### config.mk
export PLATFORM = sky130hd
export DESIGN_NAME = primality_test_16bit_flat
export DESIGN_NICKNAME = d
export VERILOG_FILES = /design/src/pt_pkg.sv /design/src/pt_req_if.sv /design/src/pt_rsp_if.sv /design/src/primality_test_16bit.sv /design/src/pt_modmul.sv /design/src/pt_ctrl.sv /design/src/flat_wrapper.sv
export SDC_FILE = /design/constraint.sdc
export NUM_CORES = 1
export LEC_CHECK = 0
export BUFFER_PORTS_ARGS = -buffer_cell sky130_fd_sc_hd__buf_4
export CAP_MARGIN = 20
export CORE_ASPECT_RATIO = 1.2
export CORE_UTILIZATION = 30
export DETAILED_ROUTE_END_ITERATION = 10
export GPL_TIMING_DRIVEN = 0
export MAX_ROUTING_LAYER = met4
export PLACE_DENSITY = 0.56
export SYNTH_ARGS = -nofsm -noshare
export SYNTH_HDL_FRONTEND = slang
export SYNTH_SLANG_ARGS = --single-unit
### constraint.sdc
create_clock -name clock -period 4.62 [get_ports clock]
set_clock_uncertainty 0.2 [all_clocks]
set_input_delay 0.231 -clock clock [delete_from_list [all_inputs] [get_ports clock]]
set_output_delay 0.231 -clock clock [all_outputs]
set_load 0.05 [all_outputs]
### src/pt_pkg.sv
// Shared types and constants for the 16-bit Miller-Rabin primality tester.
// No dependencies; every other file in src except pt_rsp_if and pt_checker imports this package.
package pt_pkg;

   // Operand width of the candidate and of every residue
   localparam int unsigned VAL_W = 16;
   // Width of the factor-of-two count s (n-1 = d * 2^s, s <= 15)
   localparam int unsigned S_W   = 4;
   // Steps of the shift-add modular multiplier, one per multiplier bit
   localparam int unsigned MM_STEP_W = 4;
   localparam logic [MM_STEP_W-1:0] MM_LAST_STEP = 4'd15;

   // Witness bases
   localparam logic [VAL_W-1:0] WITNESS_A = 16'd2;
   localparam logic [VAL_W-1:0] WITNESS_B = 16'd7;
   localparam logic [VAL_W-1:0] WITNESS_C = 16'd61;

   typedef enum logic [1:0] {
      WIT_A,
      WIT_B,
      WIT_C
   } pt_wit_type;

   typedef enum logic [3:0] {
      ST_IDLE,
      ST_FACTOR,
      ST_PASS_INIT,
      ST_SQ_ISSUE,
      ST_SQ_WAIT,
      ST_MUL_ISSUE,
      ST_MUL_WAIT,
      ST_CHECK,
      ST_LOOP_TEST,
      ST_LSQ_ISSUE,
      ST_LSQ_WAIT,
      ST_PASS_NEXT,
      ST_DONE
   } pt_state_type;

   // Command to the shared modular multiplier
   typedef struct packed {
      logic             start;
      logic [VAL_W-1:0] op_a;
      logic [VAL_W-1:0] op_b;
   } pt_mm_cmd_type;

   // Status back from the shared modular multiplier
   typedef struct packed {
      logic             done;
      logic [VAL_W-1:0] product;
   } pt_mm_stat_type;

   // Finished verdict handed from the sequencer to the output register
   typedef struct packed {
      logic valid;
      logic is_prime;
   } pt_result_type;

   function automatic logic [VAL_W-1:0] witness_value(input pt_wit_type wit);
      logic [VAL_W-1:0] val;
      unique case (wit)
         WIT_A:   val = WITNESS_A;
         WIT_B:   val = WITNESS_B;
         WIT_C:   val = WITNESS_C;
         default: val = WITNESS_A;
      endcase
      return val;
   endfunction

endpackage

### src/pt_req_if.sv
// Request channel interface: valid/ready plus the candidate number.
// Depends on pt_pkg for the operand width.
interface pt_req_if;
   import pt_pkg::*;

   logic             valid;
   logic             ready;
   logic [VAL_W-1:0] number_to_test;

   modport source (output valid, output number_to_test, input ready);
   modport sink   (input valid, input number_to_test, output ready);
endinterface

### src/pt_rsp_if.sv
// Response channel interface: valid/ready plus the one-bit verdict.
// No dependencies beyond the language.
interface pt_rsp_if;
   logic valid;
   logic ready;
   logic is_prime;

   modport source (output valid, output is_prime, input ready);
   modport sink   (input valid, input is_prime, output ready);
endinterface

### src/primality_test_16bit.sv
// Channel      | Dir | Payload                      | Handshake
// req_chan     | in  | number_to_test [15:0] uns.   | valid/ready
// rsp_chan     | out | is_prime [0]                 | valid/ready
//
// One candidate at a time. Every modular product runs on one shift-add unit,
// one multiplier bit per cycle. A witness pass is NUM_BITS squarings, up to
// NUM_BITS base products and up to 14 more squarings; up to three passes are
// run, and zero, one and two are settled without any pass.
// Synchronous active-high reset returns the sequencer to idle, output empty.
// A held result in the output register does not stop the next request from
// being taken; a new verdict waits only if that register is still full.
// Top level: output register and channel glue around pt_ctrl and pt_modmul.
// Depends on pt_pkg, pt_req_if, pt_rsp_if, pt_modmul, pt_ctrl.
module primality_test_16bit #(
   parameter int unsigned NUM_BITS = 16
) (
   input  logic       clock,
   input  logic       reset,
   pt_req_if.sink     req_chan,
   pt_rsp_if.source   rsp_chan
);
   import pt_pkg::*;

   pt_mm_cmd_type    mm_cmd;
   pt_mm_stat_type   mm_stat;
   pt_result_type    result;
   logic [VAL_W-1:0] modulus;
   logic             rsp_free;
   logic             req_ready;

   logic rsp_valid_ff, rsp_valid_in;
   logic is_prime_ff, is_prime_in;

   pt_ctrl #(
      .NUM_BITS (NUM_BITS)
   ) u_ctrl (
      .clock      (clock),
      .reset      (reset),
      .req_valid  (req_chan.valid),
      .req_number (req_chan.number_to_test),
      .req_ready  (req_ready),
      .rsp_free   (rsp_free),
      .result     (result),
      .mm_cmd     (mm_cmd),
      .modulus    (modulus),
      .mm_stat    (mm_stat)
   );

   pt_modmul u_modmul (
      .clock   (clock),
      .reset   (reset),
      .mm_cmd  (mm_cmd),
      .modulus (modulus),
      .mm_stat (mm_stat)
   );

   assign req_chan.ready = req_ready;

   // Output register is free when empty or being drained this cycle
   assign rsp_free = !rsp_valid_ff || rsp_chan.ready;

   always_comb begin
      rsp_valid_in = rsp_valid_ff;
      is_prime_in  = is_prime_ff;
      if (result.valid && rsp_free) begin
         rsp_valid_in = 1'b1;
         is_prime_in  = result.is_prime;
      end else if (rsp_chan.ready) begin
         rsp_valid_in = 1'b0;
      end
   end

   always_ff @(posedge clock) begin
      if (reset) begin
         rsp_valid_ff <= 1'b0;
      end else begin
         rsp_valid_ff <= rsp_valid_in;
      end
   end

   always_ff @(posedge clock) begin
      is_prime_ff <= is_prime_in;
   end

   assign rsp_chan.valid    = rsp_valid_ff;
   assign rsp_chan.is_prime = is_prime_ff;

endmodule

### src/pt_modmul.sv
// Shared shift-add modular multiplier: a * b mod n, one multiplier bit per cycle.
// Depends on pt_pkg for the command and status structs.
module pt_modmul (
   input  logic                          clock,
   input  logic                          reset,
   input  pt_pkg::pt_mm_cmd_type         mm_cmd,
   input  logic [pt_pkg::VAL_W-1:0]      modulus,
   output pt_pkg::pt_mm_stat_type        mm_stat
);
   import pt_pkg::*;

   logic                 busy_ff, busy_in;
   logic                 done_ff, done_in;
   logic [MM_STEP_W-1:0] step_ff, step_in;
   logic [VAL_W-1:0]     a_ff, a_in;
   logic [VAL_W-1:0]     b_ff, b_in;
   logic [VAL_W-1:0]     acc_ff, acc_in;

   logic [VAL_W+1:0] sum;
   logic [VAL_W+1:0] mod_x1;
   logic [VAL_W+1:0] mod_x2;
   logic [VAL_W+1:0] reduced;

   // One step: acc = 2*acc + bit*a, then fold back below n (sum < 3n)
   always_comb begin
      mod_x1 = {2'b00, modulus};
      mod_x2 = {1'b0, modulus, 1'b0};
      sum    = {1'b0, acc_ff, 1'b0} + (b_ff[VAL_W-1] ? {2'b00, a_ff} : '0);
      if (sum >= mod_x2) begin
         reduced = sum - mod_x2;
      end else if (sum >= mod_x1) begin
         reduced = sum - mod_x1;
      end else begin
         reduced = sum;
      end
   end

   // Load on start, advance one bit per cycle while busy
   always_comb begin
      busy_in = busy_ff;
      done_in = 1'b0;
      step_in = step_ff;
      a_in    = a_ff;
      b_in    = b_ff;
      acc_in  = acc_ff;
      if (mm_cmd.start) begin
         busy_in = 1'b1;
         step_in = '0;
         a_in    = mm_cmd.op_a;
         b_in    = mm_cmd.op_b;
         acc_in  = '0;
      end else if (busy_ff) begin
         acc_in  = reduced[VAL_W-1:0];
         b_in    = {b_ff[VAL_W-2:0], 1'b0};
         step_in = step_ff + 1'b1;
         if (step_ff == MM_LAST_STEP) begin
            busy_in = 1'b0;
            done_in = 1'b1;
         end
      end
   end

   always_ff @(posedge clock) begin
      if (reset) begin
         busy_ff <= 1'b0;
         done_ff <= 1'b0;
         step_ff <= '0;
      end else begin
         busy_ff <= busy_in;
         done_ff <= done_in;
         step_ff <= step_in;
      end
   end

   // Operand and accumulator registers need no reset
   always_ff @(posedge clock) begin
      a_ff   <= a_in;
      b_ff   <= b_in;
      acc_ff <= acc_in;
   end

   assign mm_stat.done    = done_ff;
   assign mm_stat.product = acc_ff;

endmodule

### src/pt_ctrl.sv
// Sequencer for the Miller-Rabin passes: factors n-1, runs square-and-multiply
// and the squaring loop on the shared multiplier. Depends on pt_pkg.
module pt_ctrl #(
   parameter int unsigned NUM_BITS = 16
) (
   input  logic                          clock,
   input  logic                          reset,
   input  logic                          req_valid,
   input  logic [pt_pkg::VAL_W-1:0]      req_number,
   output logic                          req_ready,
   input  logic                          rsp_free,
   output pt_pkg::pt_result_type         result,
   output pt_pkg::pt_mm_cmd_type         mm_cmd,
   output logic [pt_pkg::VAL_W-1:0]      modulus,
   input  pt_pkg::pt_mm_stat_type        mm_stat
);
   import pt_pkg::*;

   // Exponent scan covers NUM_BITS bits; d itself never exceeds 16 bits
   localparam int unsigned EXP_W = (NUM_BITS > VAL_W) ? NUM_BITS : VAL_W;
   localparam int unsigned BIT_W = $clog2(EXP_W);
   localparam logic [BIT_W-1:0] TOP_BIT = BIT_W'(NUM_BITS - 1);
   localparam logic [VAL_W-1:0] N_MASK =
      (NUM_BITS >= VAL_W) ? {VAL_W{1'b1}} : VAL_W'((33'd1 << NUM_BITS) - 33'd1);

   pt_state_type      state_ff, state_in;
   pt_wit_type        wit_ff, wit_in;
   logic [VAL_W-1:0]  n_ff, n_in;
   logic [VAL_W-1:0]  d_ff, d_in;
   logic [S_W-1:0]    s_ff, s_in;
   logic [S_W-1:0]    k_ff, k_in;
   logic [VAL_W-1:0]  x_ff, x_in;
   logic [BIT_W-1:0]  bit_ff, bit_in;
   logic              prime_ff, prime_in;

   logic [VAL_W-1:0]  n_masked;
   logic [VAL_W-1:0]  n_minus1;
   logic [EXP_W-1:0]  d_wide;

   assign n_masked = req_number & N_MASK;
   assign n_minus1 = n_ff - 16'd1;
   assign d_wide   = EXP_W'(d_ff);
   assign modulus  = n_ff;

   always_ff @(posedge clock) begin
      if (reset) begin
         state_ff <= ST_IDLE;
      end else begin
         state_ff <= state_in;
      end
   end

   // Datapath registers of the sequencer carry no reset
   always_ff @(posedge clock) begin
      wit_ff   <= wit_in;
      n_ff     <= n_in;
      d_ff     <= d_in;
      s_ff     <= s_in;
      k_ff     <= k_in;
      x_ff     <= x_in;
      bit_ff   <= bit_in;
      prime_ff <= prime_in;
   end

   always_comb begin
      state_in        = state_ff;
      wit_in          = wit_ff;
      n_in            = n_ff;
      d_in            = d_ff;
      s_in            = s_ff;
      k_in            = k_ff;
      x_in            = x_ff;
      bit_in          = bit_ff;
      prime_in        = prime_ff;
      req_ready       = 1'b0;
      result.valid    = 1'b0;
      result.is_prime = prime_ff;
      mm_cmd.start    = 1'b0;
      mm_cmd.op_a     = x_ff;
      mm_cmd.op_b     = x_ff;

      unique case (state_ff)
         // Take a transaction; settle zero, one and two at once
         ST_IDLE: begin
            req_ready = 1'b1;
            if (req_valid) begin
               n_in = n_masked;
               if (n_masked <= 16'd1) begin
                  prime_in = 1'b0;
                  state_in = ST_DONE;
               end else if (n_masked == 16'd2) begin
                  prime_in = 1'b1;
                  state_in = ST_DONE;
               end else begin
                  d_in     = n_masked - 16'd1;
                  s_in     = '0;
                  state_in = ST_FACTOR;
               end
            end
         end

         // Strip one factor of two per cycle
         ST_FACTOR: begin
            if (!d_ff[0]) begin
               d_in = {1'b0, d_ff[VAL_W-1:1]};
               s_in = s_ff + 1'b1;
            end else begin
               wit_in   = WIT_A;
               state_in = ST_PASS_INIT;
            end
         end

         ST_PASS_INIT: begin
            x_in     = 16'd1;
            bit_in   = TOP_BIT;
            state_in = ST_SQ_ISSUE;
         end

         ST_SQ_ISSUE: begin
            mm_cmd.start = 1'b1;
            state_in     = ST_SQ_WAIT;
         end

         // After the square, multiply by the base if this exponent bit is set
         ST_SQ_WAIT: begin
            if (mm_stat.done) begin
               x_in = mm_stat.product;
               if (d_wide[bit_ff]) begin
                  state_in = ST_MUL_ISSUE;
               end else if (bit_ff == '0) begin
                  state_in = ST_CHECK;
               end else begin
                  bit_in   = bit_ff - 1'b1;
                  state_in = ST_SQ_ISSUE;
               end
            end
         end

         ST_MUL_ISSUE: begin
            mm_cmd.start = 1'b1;
            mm_cmd.op_b  = witness_value(wit_ff);
            state_in     = ST_MUL_WAIT;
         end

         ST_MUL_WAIT: begin
            if (mm_stat.done) begin
               x_in = mm_stat.product;
               if (bit_ff == '0) begin
                  state_in = ST_CHECK;
               end else begin
                  bit_in   = bit_ff - 1'b1;
                  state_in = ST_SQ_ISSUE;
               end
            end
         end

         ST_CHECK: begin
            if (x_ff == 16'd1) begin
               state_in = ST_PASS_NEXT;
            end else begin
               k_in     = {{(S_W-1){1'b0}}, 1'b1};
               state_in = ST_LOOP_TEST;
            end
         end

         // Look for n-1 between the remaining squarings
         ST_LOOP_TEST: begin
            if (x_ff == n_minus1) begin
               state_in = ST_PASS_NEXT;
            end else if (k_ff < s_ff) begin
               state_in = ST_LSQ_ISSUE;
            end else begin
               prime_in = 1'b0;
               state_in = ST_DONE;
            end
         end

         ST_LSQ_ISSUE: begin
            mm_cmd.start = 1'b1;
            state_in     = ST_LSQ_WAIT;
         end

         ST_LSQ_WAIT: begin
            if (mm_stat.done) begin
               x_in     = mm_stat.product;
               k_in     = k_ff + 1'b1;
               state_in = ST_LOOP_TEST;
            end
         end

         // Move to the next witness that is still below n, or declare prime
         ST_PASS_NEXT: begin
            if (wit_ff == WIT_A && n_ff > WITNESS_B) begin
               wit_in   = WIT_B;
               state_in = ST_PASS_INIT;
            end else if (wit_ff == WIT_B && n_ff > WITNESS_C) begin
               wit_in   = WIT_C;
               state_in = ST_PASS_INIT;
            end else begin
               prime_in = 1'b1;
               state_in = ST_DONE;
            end
         end

         // Hold the verdict until the output register can take it
         ST_DONE: begin
            result.valid = 1'b1;
            if (rsp_free) begin
               state_in = ST_IDLE;
            end
         end

         default: begin
            state_in = ST_IDLE;
         end
      endcase
   end

endmodule

### src/flat_wrapper.sv
// flat-port wrapper written by rule: the top's interface ports become plain ports
module primality_test_16bit_flat import pt_pkg::*;
#(
   parameter int unsigned NUM_BITS = 16
)
  (clock, reset, req_chan_valid, req_chan_number_to_test, req_chan_ready, rsp_chan_valid, rsp_chan_is_prime, rsp_chan_ready);
  pt_req_if req_chan_i ();
  pt_rsp_if rsp_chan_i ();
  input  logic clock;
  input  logic reset;
  input wire logic [$bits(req_chan_i.valid)-1:0] req_chan_valid;
  input wire logic [$bits(req_chan_i.number_to_test)-1:0] req_chan_number_to_test;
  output wire logic [$bits(req_chan_i.ready)-1:0] req_chan_ready;
  output wire logic [$bits(rsp_chan_i.valid)-1:0] rsp_chan_valid;
  output wire logic [$bits(rsp_chan_i.is_prime)-1:0] rsp_chan_is_prime;
  input wire logic [$bits(rsp_chan_i.ready)-1:0] rsp_chan_ready;
  assign req_chan_i.valid = req_chan_valid;
  assign req_chan_i.number_to_test = req_chan_number_to_test;
  assign req_chan_ready = req_chan_i.ready;
  assign rsp_chan_valid = rsp_chan_i.valid;
  assign rsp_chan_is_prime = rsp_chan_i.is_prime;
  assign rsp_chan_i.ready = rsp_chan_ready;
  primality_test_16bit #(.NUM_BITS(NUM_BITS)) u_core (.clock(clock), .reset(reset), .req_chan(req_chan_i), .rsp_chan(rsp_chan_i));
endmodule
==> results.md, run 1 <==
* Worst path cell trace: clkbuf_8 > and2_4 > ha_4 > a21o_1 > or3_1 > buf_6 > o2111ai_4 > nor2b_4 > xnor2_4 > ha_4 > a21oi_2 > o21a_1 > nor4b_4 > o21ai_2 > a2111oi_4 > nand2_4 > mux2_4 > a32o_1
* Placeable Area at between 0.02 and 0.03 sq mm
* Reg area at 0.00342 sq mm
* GP Congestion at ~0.9
* Final Setup Violations at 2
* Die width at ~160 um
* CTS sink count at about 120
* Clk root buf: clkbuf_16
* Seq/Total Area, Yosys at between 30% and 40%
* DR WL met3 at about 1100 um
* WP depth at 18
* Clock insertion delay at the later pin of the skew report at approximately 0.44 ns
* Crit. End Element: flip-flop
* Syn Inst Count at ~950
* Slowest-stage cell, CP: a2111oi_4
* Met2 wire len at 12,700 um
* Initial Util at a little under a third
* Reg power frac at roughly 20%
* Drt first-iter violations at approximately 580
* Area Growth Syn to Fin at 25.6%
* M1 WL at roughly 10,000 um
* Max Cap Violations at 0
* CTS max path bufs at 2
* GR Util All Layers at approximately 18%
* PD cells at about 850 mW/mm^2
* Failing checks: negative setup slack
* Hold Path Class: in2reg
* Vias in the first global route at about 7,500
* Syn avg cell area at 9.25 sq um
* Rows at ~70
* RSZ-0062 raised after global routing: true
* Max Freq at about 210 MHz
* Initial antenna violation count at 0
* Yosys warning count at 0
* Clock Power Share at a little over an eighth
* Cell Area, Synth at just under 0.009 sq mm
* Drt pass-1 iters at 5
* Post-Route Setup TNS at -0.0474 ns
* Sw Ratio at 45.6%
* Placed cell area at about 0.0095 sq mm
* CP startpoint kind: flip-flop
* CP peak stage delay at 0.47 ns
* Final net count at around 1,100
* Final min period at roughly 4.7 ns
* CTS HTree Levels at 4
* WL per Instance at around 17 um
* Pre-CTS WS at -1.10 ns
* Total CTS buffers at 17
* Status: complete, but fails checks
* Largest net degree at the start of global routing at 20
* Leak at about 4 nW
* Distinct cells, synth at 67
* Worst endpoint required time at 4.74 ns
* Clk pin slew, worst setup/hold paths at approximately 0.06 ns
* Arr. time, crit path at approximately 4.8 ns
* Final worst slack at -0.0325 ns
* Tcrit/Tclk final at 101%
* Max Slew Vio Count at 0
* Hold slack at 0.117 ns
* Internal power at slightly above 5 mW
* Gr ovfl total at 0
* Most frequent CP cell: ha_4
* Final Cell Area at 0.0111 sq mm
* Hold Path Stages at 3
* FF+latch count, synth at ~120
* Port buffer count at 22
* Vias at about 7,600
* Share of cells above drive strength 1 at ~16%
* First-pass GRT wire length at around 39,000 um
* Max FO, Critical Path at 6
* Pwr Total at 9.42 mW
* Final WL at 25,200 um
* I/O pins at 23
* Peak supply drop at 0.424 mV
* Vias/cell at between 5 and 6
* Post-DRT Antenna Nets at 0
* Die Y at 190 um
* Syn nets at 1,038
* Net switching power at 4.30 mW
* Die ar. at between 0.03 and 0.04 sq mm
* CP bufs+invs at 2
* Fin. Hold Viols at 0
* Ys async rst share at 0%
* CTS tree: yes
* Antenna Cells at 0
* FF-to-FF path depth at 18
* Fillers at 2,799
* Worst Tran Pin Value at around 0.85 ns
* DRC at 0
* Gate power share at ~66%
* Uppermost layer routed: met4
* Area of the multi-input gates at between 0.005 and 0.006 sq mm
* CP delay by family, top: compound AO/OA/AOI/OAI gates
* Synth Flop Type: edfxtp_1
* Crit path kind: reg2reg
* DP HPWL at about 19,000 um
* EDFF count, synth at 96
* Slew Limit Headroom at about 43%
power by group through the flow:
stage               sequential [mW]  clock (mW)  combinational (mW)
floorplan                      1.79           0                3.76
global placement               1.90           0                4.81
detailed placement             1.90           0                4.86
CTS                            1.88        1.29                5.49
global route                   1.92        1.34                6.76
finish                         1.89        1.28                6.26
state kept, by name, indices dropped and copies added, names as in the netlist, 16 cells and up:
| signal | count |
|---|---|
| u_core.u_modmul.b_ff | 16 |
| u_core.u_ctrl.x_ff | 16 |
| u_core.u_modmul.acc_ff | 16 |
| u_core.u_ctrl.modulus | 16 |
| u_core.u_ctrl.d_ff | 16 |
| u_core.u_modmul.a_ff | 16 |
layer usage:
| layer | global-route usage [%] | vias to the layer above |
|---|---|---|
| met5 | - | - |
| met4 | 8.10 | 0 |
| met3 | 3.01 | 56 |
| met2 | 30.1 | 211 |
| met1 | 20.2 | 3587 |
| li1 | - | 3711 |
metrics by stage:
stage,util [%],cells
2_1_floorplan,-,952
3_3_place_gp,32.8,1359
3_5_place_dp,33.0,1362
4_1_cts,37.1,1433
5_1_grt,38.3,1443
6_report,38.3,1443
logic make-up after synthesis:
family	count (synthesis)	synth area share, %
XOR/XNOR	76	7.56
multiplexers	15	2.44
adder cells (fa/ha/maj)	66	9.64
flip-flops	123	38.9
AND/OR/NAND/NOR	361	21.0
AO/OA/AOI/OAI	229	16.8
buffers and inverters	82	3.74
worst min-delay path: stages:
cell     delay (ns)
buf_4          0.13
a21oi_1        0.12
nor3_1         0.09
layout by cell type, fill, tap and decap left out, types with 12 or more instances in the layout:
cell type and instances:
nor3_1 38, a211oi_1 13, ha_1 52, nand3b_1 17, clkbuf_1 23, o21a_1 12
nand2_1 81, and2_1 26, clkbuf_16 19, buf_4 51, nand4_1 14, a21oi_1 56
nand3_1 39, inv_1 51, xnor2_1 44, edfxtp_1 96, a21o_1 12, dfxtp_1 27
dlygate4sd3_1 18, xor2_1 23, nor2_1 61, o21ai_0 53
cell type report:
cell class,count,share of cell area (%)
Multi-Input combinational cell,747,50.4
Sequential cell,123,31.0
Timing Repair Buffer,75,6.02
Tap cell,385,4.36
Clock buffer,18,3.88
Inverter,51,1.73
Buffer,30,1.48
Clock inverter,14,1.12
synth_stat cells (5+ instances only):
cell / number / area, sq um
edfxtp_1: 96 / 2880
dfxtp_1: 27 / 541
nor4_1: 11 / 68.8
nand4_1: 14 / 87.6
and2_1: 29 / 181
or3_1: 9 / 56.3
and3_1: 10 / 62.6
xor2_1: 24 / 210
nand2b_1: 12 / 75.1
clkbuf_1: 24 / 90.1
nor3_1: 45 / 225
o21a_1: 12 / 90.1
o21ai_0: 57 / 285
mux4_2: 5 / 113
a31oi_1: 11 / 68.8
o31ai_1: 9 / 67.6
mux2i_1: 8 / 80.1
ha_1: 63 / 788
a211oi_1: 13 / 97.6
nand2_1: 81 / 304
nand3b_1: 17 / 128
nor2_1: 63 / 236
a21o_1: 13 / 97.6
nor2b_1: 11 / 68.8
a21oi_1: 68 / 340
inv_1: 51 / 191
xnor2_1: 52 / 455
nand3_1: 39 / 195
o211ai_1: 7 / 52.6
timing repair:
action / 4_1_cts / 5_1_grt
resized for setup: 48 / 47
endpoints found under the setup margin: 16 / 16
buffers inserted: 22 / 8
gates cloned: 0 / 2
endpoints found under the hold margin: 24 / 0
pin swaps: 23 / 30
hold buffers: 18 / 0
final timing paths:
check / startpoint / endpoint / slack [ns]
worst min register to register: u_core.u_ctrl.prime_ff / u_core.rsp_chan.is_prime / 0.25
worst max-delay path: u_core.u_modmul.b_ff[15] / u_core.u_modmul.acc_ff[1] / -0.03
worst max register to register: u_core.u_modmul.b_ff[15] / u_core.u_modmul.acc_ff[1] / -0.03
worst min-delay path: req_chan_valid / u_core.u_ctrl.d_ff[0] / 0.12
Note: power is estimated with default switching activity, not from simulation.
==> run 2, diff against run 1 <==
==> constraint.sdc (replaced) <==
create_clock -name clock -period 4.62 [get_ports clock]
set_clock_uncertainty 0.2 [all_clocks]
set_input_delay 1.155 -clock clock [delete_from_list [all_inputs] [get_ports clock]]
set_output_delay 1.155 -clock clock [all_outputs]
set_load 0.05 [all_outputs]
==> run 2 against run 1 <==
Against the previous run: the run still ends with negative setup slack left; routed wire length fell by 0.48%; sequential share of layout area is 0.51 points higher; sequential cell count stayed put; core utilization decreased by 0.62 points; final cell count is 1.2% lower; global-route usage shrank 0.13 points; register-to-register slack about the same; die area stayed put; critical endpoint unchanged; cell area decreased by 1.6%; largest cell class unchanged; non-clock buffer count is 18 lower; critical path type unchanged.
==> results.md, run 2 (synthesized netlist as in run 1, its figures left out) <==
* CTS max path bufs at 2 (unchanged)
* Initial Util at 30.5% (unchanged)
* Vias in the first global route at 7,385 (was 7,460)
* Peak supply drop at 0.420 mV (was 0.424 mV)
* Vias at 7,480 (was 7,565)
* Final min period at 4.64 ns (was 4.65 ns)
* Status: complete, but fails checks (unchanged)
* Clk root buf: clkbuf_16 (unchanged)
* Worst Tran Pin Value at 0.851 ns (was 0.852 ns)
* CTS HTree Levels at 4 (unchanged)
* Share of cells above drive strength 1 at 16.7% (was 16.4%)
* I/O pins at 23 (unchanged)
* GR Util All Layers at 17.6% (was 17.7%)
* Tcrit/Tclk final at 100% (was 101%)
* Die ar. at 0.0300 sq mm (unchanged)
* Clk pin slew, worst setup/hold paths at 0.06 ns (about the same)
* Crit. End Element: flip-flop (unchanged)
* Final cell count without fillers at 1,425 (was 1,443)
* Area Growth Syn to Fin at 23.6% (was 25.6%)
* Vias/cell at 5.25 (was 5.24)
* Leak at 4.02 nW (was 4.10 nW)
* Initial antenna violation count at 0 (unchanged)
* CTS sink count at 123 (unchanged)
* GP Congestion at 0.910 (unchanged)
* Port buffer count at 22 (unchanged)
* Final WL at 25,000 um (was 25,200 um)
* Crit path kind: reg2reg (unchanged)
* PD cells at 864 mW/mm^2 (was 852 mW/mm^2)
* Max Slew Vio Count at 0 (unchanged)
* CTS tree: yes (unchanged)
* Max FO, Critical Path at 6 (unchanged)
* Die Y at 190 um (unchanged)
* Most frequent cells in the layout: edfxtp_1, nand2_1, nor2_1 (unchanged)
* Drt first-iter violations at 485 (was 583)
* Hold_buf cts at 0 (was 18)
* CP startpoint kind: flip-flop (unchanged)
* Final worst slack at -0.0201 ns (was -0.0325 ns)
* Rows at 68 (unchanged)
* Failing checks: negative setup slack (unchanged)
* Arr. time, crit path at 4.76 ns (was 4.78 ns)
* Placed cell area at 0.00951 sq mm (unchanged)
* Placeable Area at 0.0288 sq mm (unchanged)
* DP HPWL at 19,000 um (unchanged)
* Fillers at 2,817 (was 2,799)
* Largest net degree at the start of global routing at 20 (unchanged)
* Placed cell count at 1,362 (unchanged)
* Clock insertion delay at the later pin of the skew report at 0.44 ns (about the same)
* Final Setup Violations at 2 (unchanged)
* Total CTS buffers at 17 (unchanged)
* WL per Instance at 17.6 um (was 17.4 um)
* DRC at 0 (unchanged)
* Hold Path Class: reg2reg (was in2reg)
* Worst endpoint required time at 4.74 ns (about the same)
* Max Cap Violations at 0 (unchanged)
* Final net count at 1,113 (was 1,131)
* Gr ovfl total at 0 (unchanged)
* Most common cell after layout, fill and taps aside: edfxtp_1 (unchanged)
* Post-DRT Antenna Nets at 0 (unchanged)
* Die width at 158 um (unchanged)
* Final Cell Area at 0.0109 sq mm (was 0.0111 sq mm)
* Max Freq at 216 MHz (was 215 MHz)
* Drt pass-1 iters at 5 (unchanged)
* RSZ-0062 raised after global routing: true (unchanged)
* Slew Limit Headroom at 43.3% (was 43.2%)
* Antenna Cells at 0 (unchanged)
* Fin. Hold Viols at 0 (unchanged)
* First-pass GRT wire length at 38,900 um (was 39,200 um)
==> run 2: what timing repair did <==
item                                    in CTS  in global routing
setup buffers                               22                  8
endpoints found under the setup margin      16                 16
resized for setup                           48                 47
gates cloned                                 0                  2
pin swaps                                   23                 30
==> run 2: metal layers <==
metal	wire, um	global-route usage (%)
met3	1050	3.01
met1	10500	20.2
met5	0	-
met4	955	8.10
met2	12600	29.6
==> run 2: power breakdown <==
part,leakage [nW],total (mW),internal [mW],switching [mW]
Combinational,2.66,6.24,2.75,3.49
Sequential,1.11,1.89,1.63,0.259
Clock,0.254,1.27,0.738,0.535
Total,4.02,9.40,5.11,4.29
==> run 2: path summary, 6_finish.rpt <==
check | startpoint | to | cells after the start | slack [ns]
setup / recovery | u_core.u_modmul.b_ff[15] | u_core.u_modmul.acc_ff[1] | 18 | -0.02
hold / removal | u_core.u_ctrl.prime_ff | u_core.rsp_chan.is_prime | 0 | 0.25
setup reg to reg | u_core.u_modmul.b_ff[15] | u_core.u_modmul.acc_ff[1] | 18 | -0.02
hold reg to reg | u_core.u_ctrl.prime_ff | u_core.rsp_chan.is_prime | 0 | 0.25
==> run 2: critical path, cell delays in order (launching register included) <==
cell       delay, ns
edfxtp_1        0.43
clkbuf_8        0.17
and2_4          0.14
ha_4            0.23
a21o_1          0.20
or3_1           0.33
buf_6           0.15
o2111ai_4       0.20
nor2b_4         0.23
xnor2_4         0.16
ha_4            0.24
a21oi_2         0.11
o21a_1          0.16
nor4b_4         0.25
o21ai_2         0.13
a2111oi_4       0.46
nand2_4         0.18
mux2_4          0.34
a32o_1          0.21
==> run 2: stage by stage <==
stage	util, %	power [mW]	TNS [ns]	hold slack, ns	setup slack, ns
after global placement	32.8	6.71	-28.82	0.205	-1.12
after floorplan	-	5.55	0	0.200	0.0790
after detailed placement	33.0	6.76	-15.60	0.229	-1.10
final	37.7	9.40	-0.0268	0.247	-0.0201
after global routing	37.7	10.0	-1.44	0.250	-0.161
after CTS	36.5	8.65	-0.140	0.248	-0.0599
==> run 2: layout make-up <==
type	instances	area, sq um	share of cell area, %
clock inverter	14	124	1.14
timing repair buffer	57	485	4.46
buffer	30	164	1.51
inverter	51	191	1.76
clock buffer	18	429	3.95
tap	385	482	4.43
sequential	123	3420	31.5
multi-input combinational	747	5580	51.3
